### config.mk
export PLATFORM = sky130hd
export DESIGN_NAME = mp4_chapter_list_parser_core
export DESIGN_NICKNAME = d
export VERILOG_FILES = /design/src/rtl/core/mclp_pkg.sv /design/src/rtl/core/mp4_chapter_list_parser_core.sv
export SDC_FILE = /design/constraint.sdc
export NUM_CORES = 2
export LEC_CHECK = 0
export BUFFER_PORTS_ARGS = -buffer_cell sky130_fd_sc_hd__buf_2
export CAP_MARGIN = 0
export CORE_ASPECT_RATIO = 0.9
export CORE_MARGIN = 1.5
export CORE_UTILIZATION = 58
export DETAILED_ROUTE_END_ITERATION = 12
export PLACE_DENSITY = 0.78
export SKIP_CTS_REPAIR_TIMING = 1
export SLEW_MARGIN = 10
export SYNTH_ARGS = -nofsm -noshare
export SYNTH_HDL_FRONTEND = slang
export SYNTH_SLANG_ARGS = --single-unit
export TNS_END_PERCENT = 30
### constraint.sdc
create_clock -name clk -period 19.6 [get_ports clk]
set_input_delay 2.94 -clock clk [delete_from_list [all_inputs] [get_ports clk]]
set_output_delay 2.94 -clock clk [all_outputs]
set_load 0.05 [all_outputs]
### src/rtl/core/mclp_pkg.sv
`timescale 1ns / 1ps
`default_nettype none
// ----------------------------------------------------------------------------
// mclp_pkg
// Shared types, codes and constants of the MP4 chapter list parser.
// ----------------------------------------------------------------------------
package mclp_pkg;

  localparam int TitleBytesDefault = 64;

  localparam logic [2:0] KIND_START    = 3'd0;
  localparam logic [2:0] KIND_CHAR     = 3'd1;
  localparam logic [2:0] KIND_DONE     = 3'd2;
  localparam logic [2:0] KIND_NOTFOUND = 3'd3;
  localparam logic [2:0] KIND_BAD      = 3'd4;

  localparam logic CFG_FILE_LENGTH   = 1'b0;
  localparam logic CFG_CHAPTER_LIMIT = 1'b1;

  localparam logic [31:0] TYPE_MOOV = 32'h6D6F6F76;
  localparam logic [31:0] TYPE_UDTA = 32'h75647461;
  localparam logic [31:0] TYPE_CHPL = 32'h6368706C;

  // 100 ns ticks per millisecond
  localparam logic [21:0] TICKS_PER_MS = 22'd10000;

  typedef struct packed {
    logic [2:0]  kind;
    logic [7:0]  num;
    logic [31:0] ms;
    logic [7:0]  ch;
    logic        te;
    logic        tm;
    logic [7:0]  tot;
  } rec_t;

  function automatic rec_t mk_rec(logic [2:0] kind, logic [7:0] num, logic [31:0] ms,
                                  logic [7:0] ch, logic te, logic tm, logic [7:0] tot);
    rec_t r;
    r.kind = kind;
    r.num  = num;
    r.ms   = ms;
    r.ch   = ch;
    r.te   = te;
    r.tm   = tm;
    r.tot  = tot;
    return r;
  endfunction

  function automatic logic [31:0] wanted_type(logic [1:0] lvl);
    logic [31:0] t;
    case (lvl)
      2'd0:    t = TYPE_MOOV;
      2'd1:    t = TYPE_UDTA;
      default: t = TYPE_CHPL;
    endcase
    return t;
  endfunction

endpackage
`default_nettype wire

### src/rtl/core/mp4_chapter_list_parser_core.sv
`timescale 1ns / 1ps
`default_nettype none
// ----------------------------------------------------------------------------
// mp4_chapter_list_parser_core
// Walks MP4 atoms down moov/udta/chpl one byte per transfer and reports
// chapter start times, title bytes and one outcome record.
// ----------------------------------------------------------------------------
//  channel | direction | handshake            | payload
//  in      | input     | in_valid / in_ready  | in_data_byte
//  out     | output    | out_valid/out_ready  | record_kind .. chapter_total
//  cfg     | input     | cfg_we (no wait)     | cfg_index, cfg_wdata
//
// One byte is taken per cycle; the parse step for it completes in the cycle of
// its transfer and writes zero, one or two records into a four-entry output
// queue. The queue sets the rate: in_ready is high while two slots are free.
// The start time is divided by 10000 one quotient byte per start byte, so the
// quotient is complete when the length byte arrives.
// Reset (rst_n low, synchronous) returns to the top-level header at offset 0.
// A stall on out_ready fills the queue and then drops in_ready.
// ----------------------------------------------------------------------------
module mp4_chapter_list_parser_core #(
  parameter int TITLE_BYTES = mclp_pkg::TitleBytesDefault
) (
  input  wire logic        clk,
  input  wire logic        rst_n,
  input  wire logic        in_valid,
  output logic             in_ready,
  input  wire logic [7:0]  in_data_byte,
  output logic             out_valid,
  input  wire logic        out_ready,
  output logic [2:0]       out_record_kind,
  output logic [7:0]       out_chapter_number,
  output logic [31:0]      out_chapter_ms,
  output logic [7:0]       out_title_char,
  output logic             out_title_end,
  output logic             out_title_missing,
  output logic [7:0]       out_chapter_total,
  input  wire logic        cfg_we,
  input  wire logic        cfg_index,
  input  wire logic [31:0] cfg_wdata
);

  // parse phases
  localparam logic [2:0] PH_HDR      = 3'd0;
  localparam logic [2:0] PH_LARGE    = 3'd1;
  localparam logic [2:0] PH_SKIP     = 3'd2;
  localparam logic [2:0] PH_CHPLHEAD = 3'd3;
  localparam logic [2:0] PH_ENTRY    = 3'd4;
  localparam logic [2:0] PH_TITLE    = 3'd5;
  localparam logic [2:0] PH_DONE     = 3'd6;

  localparam logic [7:0] KEEP_MAX = 8'(TITLE_BYTES - 1);
  localparam int         QDEPTH   = 4;

  // configuration
  logic [31:0] flen_r;
  logic [7:0]  climit_r;

  // parser state
  logic [31:0] pos_r, pos_nxt;
  logic [2:0]  phase_r, phase_nxt;
  logic [63:0] hdr_r, hdr_nxt;
  logic [63:0] lrg_r, lrg_nxt;
  logic [31:0] org_r, org_nxt;
  logic [31:0] rend1_r, rend1_nxt;
  logic [31:0] rend2_r, rend2_nxt;
  logic [31:0] rend3_r, rend3_nxt;
  logic [7:0]  decl_r, decl_nxt;
  logic [7:0]  cnt_r, cnt_nxt;
  logic [7:0]  left_r, left_nxt;
  logic [7:0]  kept_r, kept_nxt;
  logic [1:0]  lvl_r, lvl_nxt;
  logic        first_r, first_nxt;
  logic        pend_r, pend_nxt;
  logic [2:0]  pkind_r, pkind_nxt;
  logic [7:0]  ptot_r, ptot_nxt;
  logic [31:0] ms_r, ms_nxt;
  logic [13:0] rem_r, rem_nxt;

  // output queue
  mclp_pkg::rec_t q_r [QDEPTH];
  logic [1:0] wp_r, rp_r;
  logic [2:0] qcnt_r;

  logic in_xfer, out_xfer;
  assign in_xfer  = in_valid && in_ready;
  assign out_xfer = out_valid && out_ready;
  assign in_ready = (qcnt_r <= 3'(QDEPTH - 2));
  assign out_valid = (qcnt_r != 3'd0);

  // step results
  mclp_pkg::rec_t rec_v [2];
  logic [1:0]  nrec;

  // combinational step
  logic [7:0]  b;
  logic [32:0] np;
  logic [31:0] k;
  logic [31:0] lend32;
  logic [32:0] lend;
  logic        fh_go;
  logic [31:0] fh_size, fh_type;
  logic [4:0]  fh_hs;
  logic [32:0] fh_target;
  logic        eh_go;
  logic [32:0] eh_at, eh_end;
  logic        ne_go;
  logic        oc_go;
  logic [2:0]  oc_kind;
  logic [7:0]  oc_tot;
  logic [21:0] dv_val;
  logic [7:0]  dv_q;
  logic [31:0] sz0;

  always_comb begin
    b   = in_data_byte;
    np  = {1'b0, pos_r} + 33'd1;
    k   = pos_r - org_r;
    case (lvl_r)
      2'd0:    lend32 = flen_r;
      2'd1:    lend32 = rend1_r;
      2'd2:    lend32 = rend2_r;
      default: lend32 = rend3_r;
    endcase
    lend = {1'b0, lend32};

    pos_nxt   = pos_r;
    phase_nxt = phase_r;
    hdr_nxt   = hdr_r;
    lrg_nxt   = lrg_r;
    org_nxt   = org_r;
    rend1_nxt = rend1_r;
    rend2_nxt = rend2_r;
    rend3_nxt = rend3_r;
    decl_nxt  = decl_r;
    cnt_nxt   = cnt_r;
    left_nxt  = left_r;
    kept_nxt  = kept_r;
    lvl_nxt   = lvl_r;
    first_nxt = first_r;
    pend_nxt  = pend_r;
    pkind_nxt = pkind_r;
    ptot_nxt  = ptot_r;
    ms_nxt    = ms_r;
    rem_nxt   = rem_r;

    rec_v[0] = '0;
    rec_v[1] = '0;
    nrec     = 2'd0;
    fh_go    = 1'b0;
    fh_size  = '0;
    fh_type  = '0;
    fh_hs    = '0;
    fh_target = '0;
    eh_go    = 1'b0;
    eh_at    = '0;
    eh_end   = '0;
    ne_go    = 1'b0;
    oc_go    = 1'b0;
    oc_kind  = mclp_pkg::KIND_DONE;
    oc_tot   = '0;
    sz0      = lend32 - org_r;

    // one quotient byte of the start time per entry byte
    dv_val = {((k == 32'd0) ? 14'd0 : rem_r), b};
    dv_q   = '0;
    for (int i = 7; i >= 0; i--) begin
      if (dv_val >= (mclp_pkg::TICKS_PER_MS << i)) begin
        dv_val  = dv_val - (mclp_pkg::TICKS_PER_MS << i);
        dv_q[i] = 1'b1;
      end
    end

    if (in_xfer) begin
      pos_nxt = np[31:0];
      // a held outcome goes out first
      if (pend_r) begin
        pend_nxt = 1'b0;
        rec_v[0] = mclp_pkg::mk_rec(pkind_r, 8'd0, 32'd0, 8'd0, 1'b0, 1'b0, ptot_r);
        nrec     = 2'd1;
      end
      case (phase_r)
        PH_HDR: begin
          if (k == 32'd0 && ({1'b0, pos_r} + 33'd8) > lend) begin
            oc_go   = 1'b1;
            oc_kind = mclp_pkg::KIND_NOTFOUND;
          end else begin
            hdr_nxt = {hdr_r[55:0], b};
            if (k >= 32'd7) begin
              if (hdr_nxt[63:32] == 32'd1) begin
                if (({1'b0, org_r} + 33'd16) > lend) begin
                  oc_go   = 1'b1;
                  oc_kind = mclp_pkg::KIND_BAD;
                end else begin
                  phase_nxt = PH_LARGE;
                end
              end else begin
                fh_go   = 1'b1;
                fh_size = (hdr_nxt[63:32] == 32'd0) ? sz0 : hdr_nxt[63:32];
                fh_hs   = 5'd8;
                fh_type = hdr_nxt[31:0];
              end
            end
          end
        end
        PH_LARGE: begin
          lrg_nxt = {lrg_r[55:0], b};
          if (k >= 32'd15) begin
            if (lrg_nxt[63:32] != 32'd0) begin
              oc_go   = 1'b1;
              oc_kind = mclp_pkg::KIND_BAD;
            end else begin
              fh_go   = 1'b1;
              fh_size = lrg_nxt[31:0];
              fh_hs   = 5'd16;
              fh_type = hdr_r[31:0];
            end
          end
        end
        PH_SKIP: begin
          if (np == {1'b0, org_r}) begin
            eh_go  = 1'b1;
            eh_at  = np;
            eh_end = lend;
          end
        end
        PH_CHPLHEAD: begin
          if (k >= 32'd8) begin
            decl_nxt = b;
            cnt_nxt  = 8'd0;
            ne_go    = 1'b1;
          end
        end
        PH_ENTRY: begin
          if (k < 32'd8) begin
            ms_nxt  = {ms_r[23:0], dv_q};
            rem_nxt = dv_val[13:0];
          end else if ((np + 33'(b)) > {1'b0, rend3_r}) begin
            oc_go   = 1'b1;
            oc_kind = mclp_pkg::KIND_BAD;
          end else begin
            left_nxt = b;
            kept_nxt = (b < KEEP_MAX) ? b : KEEP_MAX;
            if (b == 8'd0) begin
              rec_v[nrec[0]] = mclp_pkg::mk_rec(mclp_pkg::KIND_START, cnt_r, ms_r,
                                                8'd0, 1'b1, 1'b1, 8'd0);
              nrec    = nrec + 2'd1;
              cnt_nxt = cnt_r + 8'd1;
              ne_go   = 1'b1;
            end else begin
              first_nxt = 1'b1;
              phase_nxt = PH_TITLE;
            end
          end
        end
        PH_TITLE: begin
          if (first_r) begin
            first_nxt = 1'b0;
            if (b == 8'd0) begin
              kept_nxt = 8'd0;
              rec_v[nrec[0]] = mclp_pkg::mk_rec(mclp_pkg::KIND_START, cnt_r, ms_r,
                                                8'd0, 1'b1, 1'b1, 8'd0);
            end else begin
              rec_v[nrec[0]] = mclp_pkg::mk_rec(mclp_pkg::KIND_START, cnt_r, ms_r,
                                                8'd0, 1'b0, 1'b0, 8'd0);
            end
            nrec = nrec + 2'd1;
          end
          if (kept_nxt != 8'd0) begin
            rec_v[nrec[0]] = mclp_pkg::mk_rec(mclp_pkg::KIND_CHAR, cnt_r, 32'd0, b,
                                              kept_nxt == 8'd1, 1'b0, 8'd0);
            nrec     = nrec + 2'd1;
            kept_nxt = kept_nxt - 8'd1;
          end
          if (left_r != 8'd0) begin
            left_nxt = left_r - 8'd1;
          end
          if (left_nxt == 8'd0) begin
            cnt_nxt = cnt_r + 8'd1;
            ne_go   = 1'b1;
          end
        end
        default: begin
        end
      endcase

      // close an atom header
      if (fh_go) begin
        fh_target = {1'b0, org_r} + 33'(fh_size);
        if (fh_size < 32'(fh_hs) || fh_target > lend) begin
          oc_go   = 1'b1;
          oc_kind = mclp_pkg::KIND_BAD;
        end else if (lvl_r != 2'd3 && fh_type == mclp_pkg::wanted_type(lvl_r)) begin
          lvl_nxt = lvl_r + 2'd1;
          case (lvl_r)
            2'd0:    rend1_nxt = fh_target[31:0];
            2'd1:    rend2_nxt = fh_target[31:0];
            default: rend3_nxt = fh_target[31:0];
          endcase
          if (lvl_r == 2'd2) begin
            if ((fh_size - 32'(fh_hs)) < 32'd9) begin
              oc_go   = 1'b1;
              oc_kind = mclp_pkg::KIND_BAD;
            end else begin
              phase_nxt = PH_CHPLHEAD;
              org_nxt   = np[31:0];
            end
          end else begin
            eh_go  = 1'b1;
            eh_at  = np;
            eh_end = {1'b0, fh_target[31:0]};
          end
        end else if (fh_target == np) begin
          eh_go  = 1'b1;
          eh_at  = np;
          eh_end = lend;
        end else begin
          phase_nxt = PH_SKIP;
          org_nxt   = fh_target[31:0];
        end
      end

      // open the next header
      if (eh_go) begin
        org_nxt   = eh_at[31:0];
        phase_nxt = PH_HDR;
        if ((eh_at + 33'd8) > eh_end) begin
          oc_go   = 1'b1;
          oc_kind = mclp_pkg::KIND_NOTFOUND;
        end
      end

      // advance to the next chapter entry
      if (ne_go) begin
        if (cnt_nxt >= decl_nxt || cnt_nxt >= climit_r) begin
          oc_go   = 1'b1;
          oc_kind = mclp_pkg::KIND_DONE;
          oc_tot  = cnt_nxt;
        end else if ((np + 33'd9) > {1'b0, rend3_r}) begin
          oc_go   = 1'b1;
          oc_kind = mclp_pkg::KIND_BAD;
        end else begin
          phase_nxt = PH_ENTRY;
          org_nxt   = np[31:0];
        end
      end

      // outcome is always the last record of a step; hold it if two are out
      if (oc_go) begin
        phase_nxt = PH_DONE;
        if (nrec == 2'd2) begin
          pend_nxt  = 1'b1;
          pkind_nxt = oc_kind;
          ptot_nxt  = oc_tot;
        end else begin
          rec_v[nrec[0]] = mclp_pkg::mk_rec(oc_kind, 8'd0, 32'd0, 8'd0, 1'b0, 1'b0,
                                            oc_tot);
          nrec = nrec + 2'd1;
        end
      end
    end
  end

  always_ff @(posedge clk) begin
    if (!rst_n) begin
      flen_r   <= '0;
      climit_r <= 8'd255;
      pos_r    <= '0;
      phase_r  <= PH_HDR;
      hdr_r    <= '0;
      lrg_r    <= '0;
      org_r    <= '0;
      rend1_r  <= '0;
      rend2_r  <= '0;
      rend3_r  <= '0;
      decl_r   <= '0;
      cnt_r    <= '0;
      left_r   <= '0;
      kept_r   <= '0;
      lvl_r    <= '0;
      first_r  <= 1'b0;
      pend_r   <= 1'b0;
      pkind_r  <= '0;
      ptot_r   <= '0;
      ms_r     <= '0;
      rem_r    <= '0;
      wp_r     <= '0;
      rp_r     <= '0;
      qcnt_r   <= '0;
    end else begin
      if (cfg_we) begin
        if (cfg_index == mclp_pkg::CFG_FILE_LENGTH) begin
          flen_r <= cfg_wdata;
        end else begin
          climit_r <= cfg_wdata[7:0];
        end
      end
      pos_r   <= pos_nxt;
      phase_r <= phase_nxt;
      hdr_r   <= hdr_nxt;
      lrg_r   <= lrg_nxt;
      org_r   <= org_nxt;
      rend1_r <= rend1_nxt;
      rend2_r <= rend2_nxt;
      rend3_r <= rend3_nxt;
      decl_r  <= decl_nxt;
      cnt_r   <= cnt_nxt;
      left_r  <= left_nxt;
      kept_r  <= kept_nxt;
      lvl_r   <= lvl_nxt;
      first_r <= first_nxt;
      pend_r  <= pend_nxt;
      pkind_r <= pkind_nxt;
      ptot_r  <= ptot_nxt;
      ms_r    <= ms_nxt;
      rem_r   <= rem_nxt;
      wp_r    <= wp_r + nrec;
      if (out_xfer) begin
        rp_r <= rp_r + 2'd1;
      end
      qcnt_r <= qcnt_r + {1'b0, nrec} - {2'b00, out_xfer};
    end
  end

  // queue payload: no reset
  always_ff @(posedge clk) begin
    if (nrec != 2'd0) begin
      q_r[wp_r] <= rec_v[0];
    end
    if (nrec == 2'd2) begin
      q_r[wp_r + 2'd1] <= rec_v[1];
    end
  end

  assign out_record_kind    = q_r[rp_r].kind;
  assign out_chapter_number = q_r[rp_r].num;
  assign out_chapter_ms     = q_r[rp_r].ms;
  assign out_title_char     = q_r[rp_r].ch;
  assign out_title_end      = q_r[rp_r].te;
  assign out_title_missing  = q_r[rp_r].tm;
  assign out_chapter_total  = q_r[rp_r].tot;

`ifndef ASSERT_OFF
  a_queue_bound: assert property (@(posedge clk) disable iff (!rst_n)
    qcnt_r <= 3'(QDEPTH))
    else $error("output queue overfilled");

  a_pend_done: assert property (@(posedge clk) disable iff (!rst_n)
    pend_r |-> phase_r == PH_DONE)
    else $error("held outcome outside done phase");

  a_entry_level: assert property (@(posedge clk) disable iff (!rst_n)
    (phase_r == PH_ENTRY || phase_r == PH_TITLE || phase_r == PH_CHPLHEAD)
      |-> lvl_r == 2'd3)
    else $error("chapter entries parsed above chpl level");

  a_total_only_done: assert property (@(posedge clk) disable iff (!rst_n)
    (out_valid && out_record_kind != mclp_pkg::KIND_DONE) |-> out_chapter_total == 8'd0)
    else $error("chapter total on a non-finished record");
`endif

endmodule
`default_nettype wire

==> impl_metrics.yaml <==
yosys:
  yosysWarningCount: 0
  synthArstFlopShare_pct: 0
  yosys.cell_types.count: 125
  synth-edff-count: 244
  postSynthAreaPerCell_sq_um: 8.30
  synth_ff_type: "sky130_fd_sc_hd__dfxtp_1"
  seq_area_frac_synth_pct: 31.9
  syn_nets: 6317
  mappedNetlistArea_sq_um: 49100
  synthesis.instances: 5918
  synth-seq-cells: 661
floorplanning:
  design.die.area_sq_um: 86400
  die-height_um: 279
  fp-row-count: 101
  starting_density_of_the_core_pct: 58.4
  i_o_pin_total: 109
  fp.coreArea_sq_um: 84000
  floorplan.die.width_um: 310
min_path:
  holdPathStages: 2
  hp-class: "reg2reg"
  hp-start: "rend2_r[28]"
clock_network:
  clk_pin_slew_worst_paths_ns: 0.06
  clk_root_buffer_cell: "sky130_fd_sc_hd__clkbuf_16"
  clock-sinks: 661
  cts_inserted_buffers: 73
  cts_tree: "yes"
  cts_buffer_depth: 3
  clk_latency_ns: 0.67
  cts-htree-levels: 3
route:
  post_drt_wl_per_cell_um: 24.5
  drt.antenna.violating_nets: 0
  drt_pass1_iterations: 9
  route.detailed.drc: 0
  drt_iter0_drc: 6308
  total_number_of_vias: 47000
  viasPerCell: 6.57
  detail_route.wirelength_um: 175000
placement:
  placement_stage_worst_setup_slack_ns: 0.291
  post-dp-hpwl_um: 132000
  globalplace.congestion: 1.08
  io_buffers: 108
critical_path:
  timing.critical_path.mode_cell: "sky130_fd_sc_hd__o21ai_0"
  critical_path_fanouts_max: 29
  reg2reg_from: "pos_r[0]"
  required_time_of_the_critical_path_ns: 20.11
  timing.critical_path.from_type: "register"
  cp-end-kind: "register"
  crit_slowest_cell: "sky130_fd_sc_hd__or4_4"
  crit_path_max_incr_delay_ns: 0.65
  ff2ff_path_depth: 87
  crit_path_start: "pos_r[0]"
  worstSetupPathType: "reg2reg"
  worstPathArrival_ns: 18.89
sta:
  final.period_utilization_pct: 93.8
  final_max_slew_viol_count: 0
  grt_setup_unrepaired: "no"
  final-setup-viol-count: 0
  tightest_slew_ns: 1.46
  setup_clock_skew_after_layout_ns: 0.0356
  slew_headroom_pct: 1.91
  period_minus_slack_ns: 18.38
  number_of_endpoints_with_negative_hold_slack_in_the_final_report: 0
  final.setup.worst_slack_ns: 1.22
  clock.fmax_mhz: 54.4
finish:
  multi_input_gate_area_in_the_final_layout_sq_um: 31500
  area_growth_pct: 9.92
  register_area_sq_um: 15700
  postLayoutCoreUtil_pct: 64.2
  final_net_count: 6342
  fillCellCount: 7100
  drive_above_1_share_pct: 10.0
grt:
  wire_length_of_the_first_global_routing_pass_um: 262000
  number_of_antenna_violations_at_the_first_check_in_global_routing: 6
  grt.total_usage_pct: 39.5
  largest_net_degree_at_the_start_of_global_routing: 157
  globalRoute.totalOverflow: 0
  grt_pass1_vias: 42700
power:
  power.density_cell_area_nw_per_um2: 119
  leakage_nw: 19.7
  vdd_drop_max_uv: 110
flow_run:
  maxCapViolCount: 0
outcome:
  outcome: "complete, no violations"
[cells in the final DEF, fill, tap and decap left out, types with 152 or more instances in the layout]
master	synthesis	layout
sky130_fd_sc_hd__nor2b_1	214	212
sky130_fd_sc_hd__ha_1	347	346
sky130_fd_sc_hd__a21oi_1	486	482
sky130_fd_sc_hd__nor2_1	477	476
sky130_fd_sc_hd__edfxtp_1	244	244
sky130_fd_sc_hd__xnor2_1	239	238
sky130_fd_sc_hd__nand2_1	781	780
sky130_fd_sc_hd__buf_4	4	152
sky130_fd_sc_hd__dfxtp_1	417	415
sky130_fd_sc_hd__nand3_1	172	170
sky130_fd_sc_hd__o21ai_0	292	286
sky130_fd_sc_hd__inv_1	246	245
[critical path: cells and delay by family (launching register included)]
family          cells  cell delay, ns
compound gates     41            8.02
xor+xnor            4            0.61
buf+inv             9            1.12
fa+ha+maj           9            2.55
simple gates       24            5.53
flops               1            0.40
[stage by stage]
stage,cell area (sq um),setup TNS [ns],cells,hold slack (ns),total power [mW]
after detailed placement,51300,0,6999,0.445,4.81
final,54000,0,7145,0.450,6.40
after global routing,53900,0,7138,0.464,6.66
after CTS,53900,0,7135,0.450,6.31
after global placement,51300,0,6999,0.438,4.79
after floorplan,49100,-94.16,5918,0.431,3.81
[cell families (layout without fill, tap and decap cells)]
kind of cell	after synthesis	count (layout)	synth area share, %
AO/OA/AOI/OAI	1465	1465	19.3
multiplexers	227	227	6.23
XOR/XNOR	373	373	6.72
other	0	8	0
AND/OR/NAND/NOR	2270	2270	22.3
buffers and inverters	568	654	4.42
flip-flops	661	661	31.9
adder cells (fa/ha/maj)	354	354	9.11
[sequential cells by signal, summed over array words and instances, names as in the netlist, 14 cells and up, named ones only]
signal and flops:
hdr_r 56, flen_r 32, rend1_r 32, lrg_r 56
rend3_r 32, rem_r 14, rend2_r 32, ms_r 32
org_r 32, pos_r 32, q_r 244
[report_power, final]
| part | internal (mW) | switching (mW) | total, mW |
|---|---|---|---|
| combinational | 1.10 | 2.13 | 3.23 |
| clock | 0.863 | 0.625 | 1.49 |
| sequential | 1.58 | 0.0976 | 1.68 |
| total | 3.54 | 2.86 | 6.40 |
[metal layers]
layer,track usage (%),routed length (um)
met2,59.2,75500
met5,0,34
met1,54.4,70700
met4,17.3,8300
met3,8.82,20500
[worst paths after layout]
| path | end | slack (ns) |
|---|---|---|
| min | rend2_r[28] | 0.45 |
| max | qcnt_r[2] | 1.22 |
| max reg2reg | qcnt_r[2] | 1.22 |
| min reg2reg | rend2_r[28] | 0.45 |
[synth_stat cells, types with 17 or more instances]
cell type / n / area, sq um
sky130_fd_sc_hd__o22ai_1: 37 / 231
sky130_fd_sc_hd__nor3_1: 125 / 626
sky130_fd_sc_hd__a21boi_0: 27 / 203
sky130_fd_sc_hd__and3_1: 49 / 307
sky130_fd_sc_hd__nor3b_1: 20 / 150
sky130_fd_sc_hd__clkbuf_1: 267 / 1000
sky130_fd_sc_hd__mux2i_1: 150 / 1500
sky130_fd_sc_hd__xnor2_1: 239 / 2090
sky130_fd_sc_hd__mux4_2: 61 / 1370
sky130_fd_sc_hd__xor2_1: 130 / 1140
sky130_fd_sc_hd__nor2b_1: 214 / 1340
sky130_fd_sc_hd__nand4_1: 99 / 619
sky130_fd_sc_hd__a21oi_1: 486 / 2430
sky130_fd_sc_hd__o211ai_1: 49 / 368
sky130_fd_sc_hd__dfxtp_1: 417 / 8350
sky130_fd_sc_hd__or3_1: 48 / 300
sky130_fd_sc_hd__o21ai_1: 17 / 85.1
sky130_fd_sc_hd__buf_1: 33 / 124
sky130_fd_sc_hd__o21a_1: 43 / 323
sky130_fd_sc_hd__a21o_1: 70 / 526
sky130_fd_sc_hd__nand2_1: 781 / 2930
sky130_fd_sc_hd__ha_1: 347 / 4340
sky130_fd_sc_hd__nor4_1: 58 / 363
sky130_fd_sc_hd__o31ai_1: 22 / 165
sky130_fd_sc_hd__inv_1: 246 / 923
sky130_fd_sc_hd__nand3_1: 172 / 861
sky130_fd_sc_hd__a22oi_1: 51 / 383
sky130_fd_sc_hd__a31oi_1: 41 / 257
sky130_fd_sc_hd__a222oi_1: 32 / 320
sky130_fd_sc_hd__edfxtp_1: 244 / 7330
sky130_fd_sc_hd__or2_2: 22 / 138
sky130_fd_sc_hd__or4_1: 17 / 128
sky130_fd_sc_hd__nor2_1: 477 / 1790
sky130_fd_sc_hd__nand2b_1: 46 / 288
sky130_fd_sc_hd__and2_1: 68 / 425
sky130_fd_sc_hd__o21ai_0: 292 / 1460
sky130_fd_sc_hd__a211oi_1: 69 / 518
[cell type report]
type,instances,area share (%)
Multi-Input combinational cell,4689,58.4
Tap cell,1133,2.63
Timing Repair Buffer,266,3.32
Clock buffer,91,3.66
Antenna cell,8,0.0371
Sequential cell,661,29.1
Clock inverter,45,1.17
Inverter,252,1.77
Note: power is estimated with default switching activity, not from simulation.
